## src/hdl/sdb_pkg.sv

```systemverilog
// Shared constants and types for the switch debouncer.
package sdb_pkg;

  localparam int TIME_WIDTH_DEF = 48;
  localparam int TS_WIDTH       = 48;
  localparam int CFG_WIDTH      = 24;
  localparam int APB_AW         = 4;
  localparam int APB_DW         = 32;
  localparam int IN_TDATA_W     = 56;
  localparam int OUT_TDATA_W    = 8;

  localparam logic [CFG_WIDTH-1:0] DEBOUNCE_RST   = 24'd50000;
  localparam logic [CFG_WIDTH-1:0] STABLE_ON_RST  = 24'd1000000;
  localparam logic [CFG_WIDTH-1:0] STABLE_OFF_RST = 24'd1000000;

  typedef enum logic [1:0] {
    REG_DEBOUNCE   = 2'd0,
    REG_STABLE_ON  = 2'd1,
    REG_STABLE_OFF = 2'd2,
    REG_NONE       = 2'd3
  } reg_idx_t;

  typedef struct packed {
    logic [CFG_WIDTH-1:0] debounce_time;
    logic [CFG_WIDTH-1:0] stable_on_time;
    logic [CFG_WIDTH-1:0] stable_off_time;
  } sdb_cfg_t;

endpackage

```

## src/hdl/switch_debounce_with_hold_confirm.sv

```systemverilog
// Top level: stream handshake, input register, config bank and debounce core.
//
//  channel  | direction | payload
//  s_axis   | in        | tdata[47:0] timestamp, tdata[48] raw_pressed
//  m_axis   | out       | tdata[0] pressed, tdata[1] confirmed
//  apb      | in/out    | 0x0 debounce_time, 0x4 stable_on_time, 0x8 stable_off_time
//
// One poll per clock while m_axis is not stalled; a poll passes from its s_axis transaction
// into the input register, then into the result register updated by the debounce core, with m_axis_tvalid.
// rst is synchronous and clears the valid flags, the core state and the config to defaults.
// m_axis stall holds the result; the input register still takes one more poll.
module switch_debounce_with_hold_confirm
  import sdb_pkg::*;
#(
  parameter int TIME_WIDTH = TIME_WIDTH_DEF
) (
  input  logic                   clk,
  input  logic                   rst,
  input  logic                   s_axis_tvalid,
  output logic                   s_axis_tready,
  input  logic [IN_TDATA_W-1:0]  s_axis_tdata,   // [47:0] timestamp, [48] raw_pressed
  output logic                   m_axis_tvalid,
  input  logic                   m_axis_tready,
  output logic [OUT_TDATA_W-1:0] m_axis_tdata,   // [0] pressed, [1] confirmed
  input  logic                   psel,
  input  logic                   penable,
  input  logic                   pwrite,
  input  logic [APB_AW-1:0]      paddr,
  input  logic [APB_DW-1:0]      pwdata,
  output logic [APB_DW-1:0]      prdata,
  output logic                   pready
);

  sdb_cfg_t            cfg;
  logic                in_valid;
  logic [TS_WIDTH-1:0] in_ts;
  logic                in_raw;
  logic                out_free;
  logic                step;
  logic                res_pressed;
  logic                res_stable;

  assign out_free      = !m_axis_tvalid || m_axis_tready;
  assign step          = in_valid && out_free;
  assign s_axis_tready = !in_valid || out_free;

  always_ff @(posedge clk) begin
    if (rst) begin
      in_valid      <= 1'b0;
      m_axis_tvalid <= 1'b0;
    end else begin
      if (s_axis_tvalid && s_axis_tready) begin
        in_valid <= 1'b1;
      end else if (step) begin
        in_valid <= 1'b0;
      end
      if (step) begin
        m_axis_tvalid <= 1'b1;
      end else if (m_axis_tready) begin
        m_axis_tvalid <= 1'b0;
      end
    end
  end

  always_ff @(posedge clk) begin
    if (s_axis_tvalid && s_axis_tready) begin
      in_ts  <= s_axis_tdata[TS_WIDTH-1:0];
      in_raw <= s_axis_tdata[TS_WIDTH];
    end
  end

  assign m_axis_tdata = {{(OUT_TDATA_W-2){1'b0}}, res_stable, res_pressed};

  sdb_cfg u_cfg (
    .clk     (clk),
    .rst     (rst),
    .psel    (psel),
    .penable (penable),
    .pwrite  (pwrite),
    .paddr   (paddr),
    .pwdata  (pwdata),
    .prdata  (prdata),
    .pready  (pready),
    .cfg     (cfg)
  );

  sdb_core #(
    .TIME_WIDTH (TIME_WIDTH)
  ) u_core (
    .clk         (clk),
    .rst         (rst),
    .step        (step),
    .ts          (in_ts),
    .raw         (in_raw),
    .cfg         (cfg),
    .res_pressed (res_pressed),
    .res_stable  (res_stable)
  );

endmodule

```

## src/hdl/sdb_cfg.sv

```systemverilog
// APB register bank holding the debounce and confirm times.
module sdb_cfg
  import sdb_pkg::*;
(
  input  logic              clk,
  input  logic              rst,
  input  logic              psel,
  input  logic              penable,
  input  logic              pwrite,
  input  logic [APB_AW-1:0] paddr,
  input  logic [APB_DW-1:0] pwdata,
  output logic [APB_DW-1:0] prdata,
  output logic              pready,
  output sdb_cfg_t          cfg
);

  reg_idx_t idx;
  logic     wr_en;

  assign pready = 1'b1;
  assign idx    = reg_idx_t'(paddr[3:2]);
  assign wr_en  = psel && penable && pwrite && pready;

  always_ff @(posedge clk) begin
    if (rst) begin
      cfg.debounce_time   <= DEBOUNCE_RST;
      cfg.stable_on_time  <= STABLE_ON_RST;
      cfg.stable_off_time <= STABLE_OFF_RST;
    end else if (wr_en) begin
      case (idx)
        REG_DEBOUNCE:   cfg.debounce_time   <= pwdata[CFG_WIDTH-1:0];
        REG_STABLE_ON:  cfg.stable_on_time  <= pwdata[CFG_WIDTH-1:0];
        REG_STABLE_OFF: cfg.stable_off_time <= pwdata[CFG_WIDTH-1:0];
        default: ;
      endcase
    end
  end

  always_comb begin
    case (idx)
      REG_DEBOUNCE:   prdata = APB_DW'(cfg.debounce_time);
      REG_STABLE_ON:  prdata = APB_DW'(cfg.stable_on_time);
      REG_STABLE_OFF: prdata = APB_DW'(cfg.stable_off_time);
      default:        prdata = '0;
    endcase
  end

endmodule

```

## src/hdl/sdb_core.sv

```systemverilog
// Debounce state, combinational update per poll, and the result register.
module sdb_core
  import sdb_pkg::*;
#(
  parameter int TIME_WIDTH = TIME_WIDTH_DEF
) (
  input  logic                clk,
  input  logic                rst,
  input  logic                step,
  input  logic [TS_WIDTH-1:0] ts,
  input  logic                raw,
  input  sdb_cfg_t            cfg,
  output logic                res_pressed,
  output logic                res_stable
);

  logic                  started;
  logic                  last_raw;
  logic [TIME_WIDTH-1:0] raw_since;
  logic                  deb_level;
  logic [TIME_WIDTH-1:0] deb_since;
  logic                  deb_valid;

  logic [TIME_WIDTH-1:0] now;
  logic [TIME_WIDTH-1:0] raw_el;
  logic [TIME_WIDTH-1:0] deb_el;
  logic [CFG_WIDTH-1:0]  need;
  logic                  restart;
  logic                  deb_ok;
  logic                  level_chg;
  logic                  first_conf;
  logic                  deb_level_next;
  logic                  deb_valid_next;
  logic                  stable_next;

  assign now     = TIME_WIDTH'(ts);
  assign raw_el  = now - raw_since;
  assign deb_el  = now - deb_since;
  assign restart = !started || (raw != last_raw);

  // a restarted raw time has zero elapsed
  assign deb_ok = restart ? (cfg.debounce_time == '0)
                          : (raw_el >= TIME_WIDTH'(cfg.debounce_time));

  assign level_chg      = deb_ok && (deb_level != raw);
  assign first_conf     = deb_ok && (deb_level == raw) && !deb_valid;
  assign deb_level_next = level_chg ? raw : deb_level;
  assign deb_valid_next = deb_valid || deb_ok;
  assign need           = deb_level_next ? cfg.stable_on_time : cfg.stable_off_time;

  always_comb begin
    if (level_chg || first_conf) begin
      stable_next = (need == '0);
    end else begin
      stable_next = deb_valid && (deb_el >= TIME_WIDTH'(need));
    end
  end

  always_ff @(posedge clk) begin
    if (rst) begin
      started     <= 1'b0;
      last_raw    <= 1'b0;
      raw_since   <= '0;
      deb_level   <= 1'b0;
      deb_since   <= '0;
      deb_valid   <= 1'b0;
      res_pressed <= 1'b0;
      res_stable  <= 1'b0;
    end else if (step) begin
      started <= 1'b1;
      if (restart) begin
        last_raw  <= raw;
        raw_since <= now;
      end
      if (level_chg || first_conf) begin
        deb_since <= now;
      end
      deb_level   <= deb_level_next;
      deb_valid   <= deb_valid_next;
      res_pressed <= deb_level_next;
      res_stable  <= stable_next;
    end
  end

  a_valid_needs_start: assert property (@(posedge clk) disable iff (rst)
    deb_valid |-> started)
    else $error("debounced time valid before first poll");

  a_step_starts: assert property (@(posedge clk) disable iff (rst)
    step |=> started)
    else $error("poll did not start the debouncer");

  a_stable_needs_valid: assert property (@(posedge clk) disable iff (rst)
    step |=> (!res_stable || deb_valid))
    else $error("stable flag without valid debounced time");

  a_level_holds: assert property (@(posedge clk) disable iff (rst)
    !step |=> $stable(deb_level))
    else $error("debounced level moved without a poll");

endmodule

```

## config.mk

```make
export PLATFORM = sky130hd
export DESIGN_NAME = switch_debounce_with_hold_confirm
export DESIGN_NICKNAME = d
export VERILOG_FILES = /design/src/hdl/sdb_pkg.sv /design/src/hdl/switch_debounce_with_hold_confirm.sv /design/src/hdl/sdb_cfg.sv /design/src/hdl/sdb_core.sv
export SDC_FILE = /design/constraint.sdc
export NUM_CORES = 1
export LEC_CHECK = 0
export BUFFER_PORTS_ARGS = -buffer_cell sky130_fd_sc_hd__buf_2
export CAP_MARGIN = 20
export CELL_PAD_IN_SITES_DETAIL_PLACEMENT = 0
export CELL_PAD_IN_SITES_GLOBAL_PLACEMENT = 1
export CORE_AREA = 10 10 247 249
export DETAILED_ROUTE_END_ITERATION = 8
export DIE_AREA = 0 0 257 259
export PLACE_DENSITY = 0.6
export SLEW_MARGIN = 20
export SYNTH_ARGS = -nofsm -noshare
export SYNTH_HDL_FRONTEND = slang
export SYNTH_HIERARCHICAL = 1
export SYNTH_SLANG_ARGS = --single-unit
```

## constraint.sdc

```tcl
create_clock -name clk -period 6.8 [get_ports clk]
set_input_delay 0.68 -clock clk [delete_from_list [all_inputs] [get_ports clk]]
set_output_delay 0.68 -clock clk [all_outputs]
set_load 0.005 [all_outputs]
```

==> run metrics <==
transition time at the pin with the least slew margin between 1 and 1.5 ns; via total after detailed routing ~15,000; H-Tree Depth 1; RSZ-0062 raised after global routing true; remaining global-route overflow 0; number of synthesized register bits 224; ys async rst share 0%; violation count after the first detailed-route iteration between 800 and 900; Netlist cell types 90; mean instance size in the synthesized netlist 8.19 um2; arrival time of the worst setup path 7.55 ns; mux share of post-synthesis cell area 10.9%; setup clock skew after layout 0.0444 ns; count of final max-slew check failures 0; family of cells with the greatest summed delay on the critical path compound AO/OA/AOI/OAI gates; synthesized area between 0.015 and 0.02 mm2; share of total power consumed by net switching 31.3%; vias per std cell about 5.0; top_reg_cell synth sky130_fd_sc_hd__dfxtp_1; routability congestion estimate from global placement just over 0.9; worst slack on hold paths approximately 0.27 ns; largest net degree at the start of global routing between 70 and 80; largest family of logic cells by synthesized area simple AND/OR/NAND/NOR gates; clock latency reported for the late side of the worst-skew pair about 0.6 ns; worst relative slew slack 27.2%; share of final-layout standard cells stronger than drive strength 1 approximately 21%; largest incremental delay on the critical path around 0.44 ns; Die Height 259 um; per-cell routed wire length ~19 um; drc violations 0; Power Density 195 mW/mm2; basic-gate share of the synthesized area counting and, or, nand and nor cells 19.7%; share of the synthesized area in compound gates (AO/OA/AOI/OAI) around a fifth; layout overhead on the synthesized area 24.0%; Critical Path Fanout Max 6; xor and xnor fraction of the mapped netlist area 3.00%; number of antenna repair diodes 0; CTS clk-pin slew, worst paths 0.06 ns; portion of total power attributed to combinational logic ~27%; VDD IR-drop max ~0.20 mV; CP max-delay cell sky130_fd_sc_hd__edfxtp_1; cell internal power dissipation around 2.8 mW; count of TritonRoute iterations in the first routing pass 5; Die ar. about 0.067 mm2; TritonCTS Buffers 28; required time at the worst-slack endpoint between 7 and 8 ns; final critical-path share of the clock period 105%; final number of hold-violating endpoints 0; TNS Setup -0.352 ns; top-level I/O count 142; post-detailed-routing wire length between 50 and 60 mm; count of warnings emitted by yosys 6; adder and majority gate portion of the synthesized area a little over a tenth; violations in the final reports negative setup slack; horizontal extent of the die 257 um; wire length of the first global-routing pass ~89 mm; cell occurring most often along the worst timing path sky130_fd_sc_hd__a21o_1; leakage component of the power about 9 nW; Worst Hold Class in2reg; category of the worst setup path capture point flip-flop; total setup violations reported at the end of the flow 1; CORE AREA 0.0560 mm2; placement row count between 80 and 90; global-route total usage across every layer 16.7%; portion of the post-synthesis area used by sequential elements 29.9%; PnR worst setup slack -0.352 ns; initial antenna violation count 0; clock tree from TritonCTS done; sequential cell area in the final layout about 0.005 mm2; Port Buffer Count about 110; hpwl dp about 45 mm; number of buffers and inverters on the critical path 3; maximum buffer depth of the clock tree 3; switching power of the nets 1.26 mW; # fillers just under 6,000; Post-Route Utilization 36.9%; Initial Utilization between 20% and 30%; number of nets still failing antenna checks after routing 0; multi-input combinational cell area ~0.011 mm2; maximum capacitance violations 0; clock sink count roughly 220; kind of start point of the critical path flip-flop; maximum clock frequency approximately 0.14 GHz; layout net count ~2,500; number of cells produced by synthesis roughly 2,000; Pwr Total 4.04 mW; Crit Path Category reg2reg; part of the total power dissipated in sequential elements around 36%; worst slack at placement -0.863 ns; clock network fraction of total power 37.0%; final critical path time including I/O delays and setup ~7.2 ns; cts-stage hold buffer count 0; vias in the first global route around 15,000; clock root buffer sky130_fd_sc_hd__clkbuf_16; count of flip-flops with a built-in enable after synthesis 49; run status complete, but fails checks
==> worst register-to-register path, delay by kind of cell (launching register included) <==
family	cells	cell delay (ns)
fa+ha+maj	3	0.86
flops	1	0.44
compound gates	19	3.40
buf+inv	3	0.48
simple gates	6	1.16
xor+xnor	1	0.16
mux	2	0.49
==> per-stage QoR <==
stage / std cells / cell area [um2]
3_3_place_gp: 2988 / 19100
4_1_cts: 3053 / 20400
3_5_place_dp: 2988 / 19100
6_report: 3063 / 20700
2_1_floorplan: 2046 / 16700
5_1_grt: 3063 / 20700
==> kinds of logic (layout without fill, tap and decap cells) <==
kind of cell	after synthesis	after routing
muxes	180	180
and+or+nand+nor	677	677
buffers and inverters	264	525
adders and majority gates	144	144
DFF	224	224
other	3	15
xor gates and xnor gates	57	57
AOI/OAI and AO/OA	485	485
==> cells in the mapped netlist (all sizes together) (47+ instances only) <==
| master | instances | area share [%] |
|---|---|---|
| inv | 145 | 3.3 |
| o21ai | 93 | 2.8 |
| a21oi | 174 | 5.2 |
| clkbuf | 72 | 1.6 |
| ha | 142 | 11 |
| mux2i | 178 | 11 |
| nand2 | 236 | 5.3 |
| buf | 47 | 2.0 |
| nor2 | 163 | 3.7 |
| edfxtp | 49 | 8.8 |
| a21o | 60 | 2.7 |
| dfxtp | 175 | 21 |
| nand2b | 85 | 3.2 |
==> final timing paths <==
| kind | startpoint | endpoint | slack, ns | cells past startpoint |
|---|---|---|---|---|
| worst max register to register | in_ts[6]$_DFFE_PP_ | u_core/res_stable$_SDFFE_PP0P_ | -0.35 | 34 |
| worst min-delay path | s_axis_tdata[14] | in_ts[14]$_DFFE_PP_ | 0.27 | 1 |
| worst min register to register | u_core/raw_since[37]$_SDFFE_PP0P_ | u_core/raw_since[37]$_SDFFE_PP0P_ | 0.45 | 2 |
| worst max-delay path | in_ts[6]$_DFFE_PP_ | u_core/res_stable$_SDFFE_PP0P_ | -0.35 | 34 |
==> cell type report <==
class | instances | share of cell area [%]
clock buffers | 44 | 4.22
clock inverters | 8 | 0.285
inverters | 145 | 2.63
multi-input cells | 1558 | 53.2
flip-flops and latches | 224 | 24.1
well taps | 756 | 4.58
repair buffers | 328 | 11.0
==> placed cells by master, fill, tap and decap left out, types with 25 or more instances in the layout <==
cell                        count
sky130_fd_sc_hd__xnor2_1       34
sky130_fd_sc_hd__nand2b_1      84
sky130_fd_sc_hd__inv_1        142
sky130_fd_sc_hd__edfxtp_1      49
sky130_fd_sc_hd__a21oi_1      159
sky130_fd_sc_hd__o21ai_0       81
sky130_fd_sc_hd__ha_1         135
sky130_fd_sc_hd__nand4_1       43
sky130_fd_sc_hd__clkbuf_16     29
sky130_fd_sc_hd__nand2_1      235
sky130_fd_sc_hd__nor2_1       162
sky130_fd_sc_hd__nor4_1        25
sky130_fd_sc_hd__buf_2        108
sky130_fd_sc_hd__a21o_1        60
sky130_fd_sc_hd__mux2i_1      174
sky130_fd_sc_hd__buf_4        211
sky130_fd_sc_hd__dfxtp_1      174
==> layer usage <==
| layer | up-vias | share of wire, % | global-route usage, % |
|---|---|---|---|
| li1 | 7699 | - | - |
| met1 | 7298 | 46 | 21.6 |
| met2 | 284 | 48 | 28.7 |
| met3 | 66 | 3.4 | 2.05 |
| met4 | 0 | 3.1 | 4.88 |
| met5 | - | 0 | 0 |
==> flip-flops by register name (all words and copies together) (netlist names) <==
| signal | flops |
|---|---|
| in_raw | 1 |
| u_core/deb_valid | 1 |
| u_cfg/cfg | 72 |
| u_core/raw_since | 48 |
| u_core/res_stable | 1 |
| m_axis_tvalid | 1 |
| u_core/deb_level | 1 |
| u_core/started | 1 |
| u_core/last_raw | 1 |
| u_core/deb_since | 48 |
| in_ts | 48 |
| in_valid | 1 |
==> timing repair <==
action / 4_1_cts / 5_1_grt
gates cloned: 0 / 0
endpoints found under the setup margin: 1 / 1
hold endpoints to repair: 0 / 0
gates resized for setup: 63 / 29
setup buffers: 13 / 9
pin swaps: 63 / 45
==> power by group through the flow <==
stage | clock, mW | combinational [mW] | sequential, mW
6_report | 1.49 | 1.10 | 1.44
5_1_grt | 1.59 | 1.21 | 1.45
4_1_cts | 1.54 | 1.08 | 1.44
3_5_place_dp | 0 | 1.02 | 1.47
3_3_place_gp | 0 | 1.02 | 1.47
2_1_floorplan | 0 | 0.644 | 1.46
(Power assumes the default switching activity.)
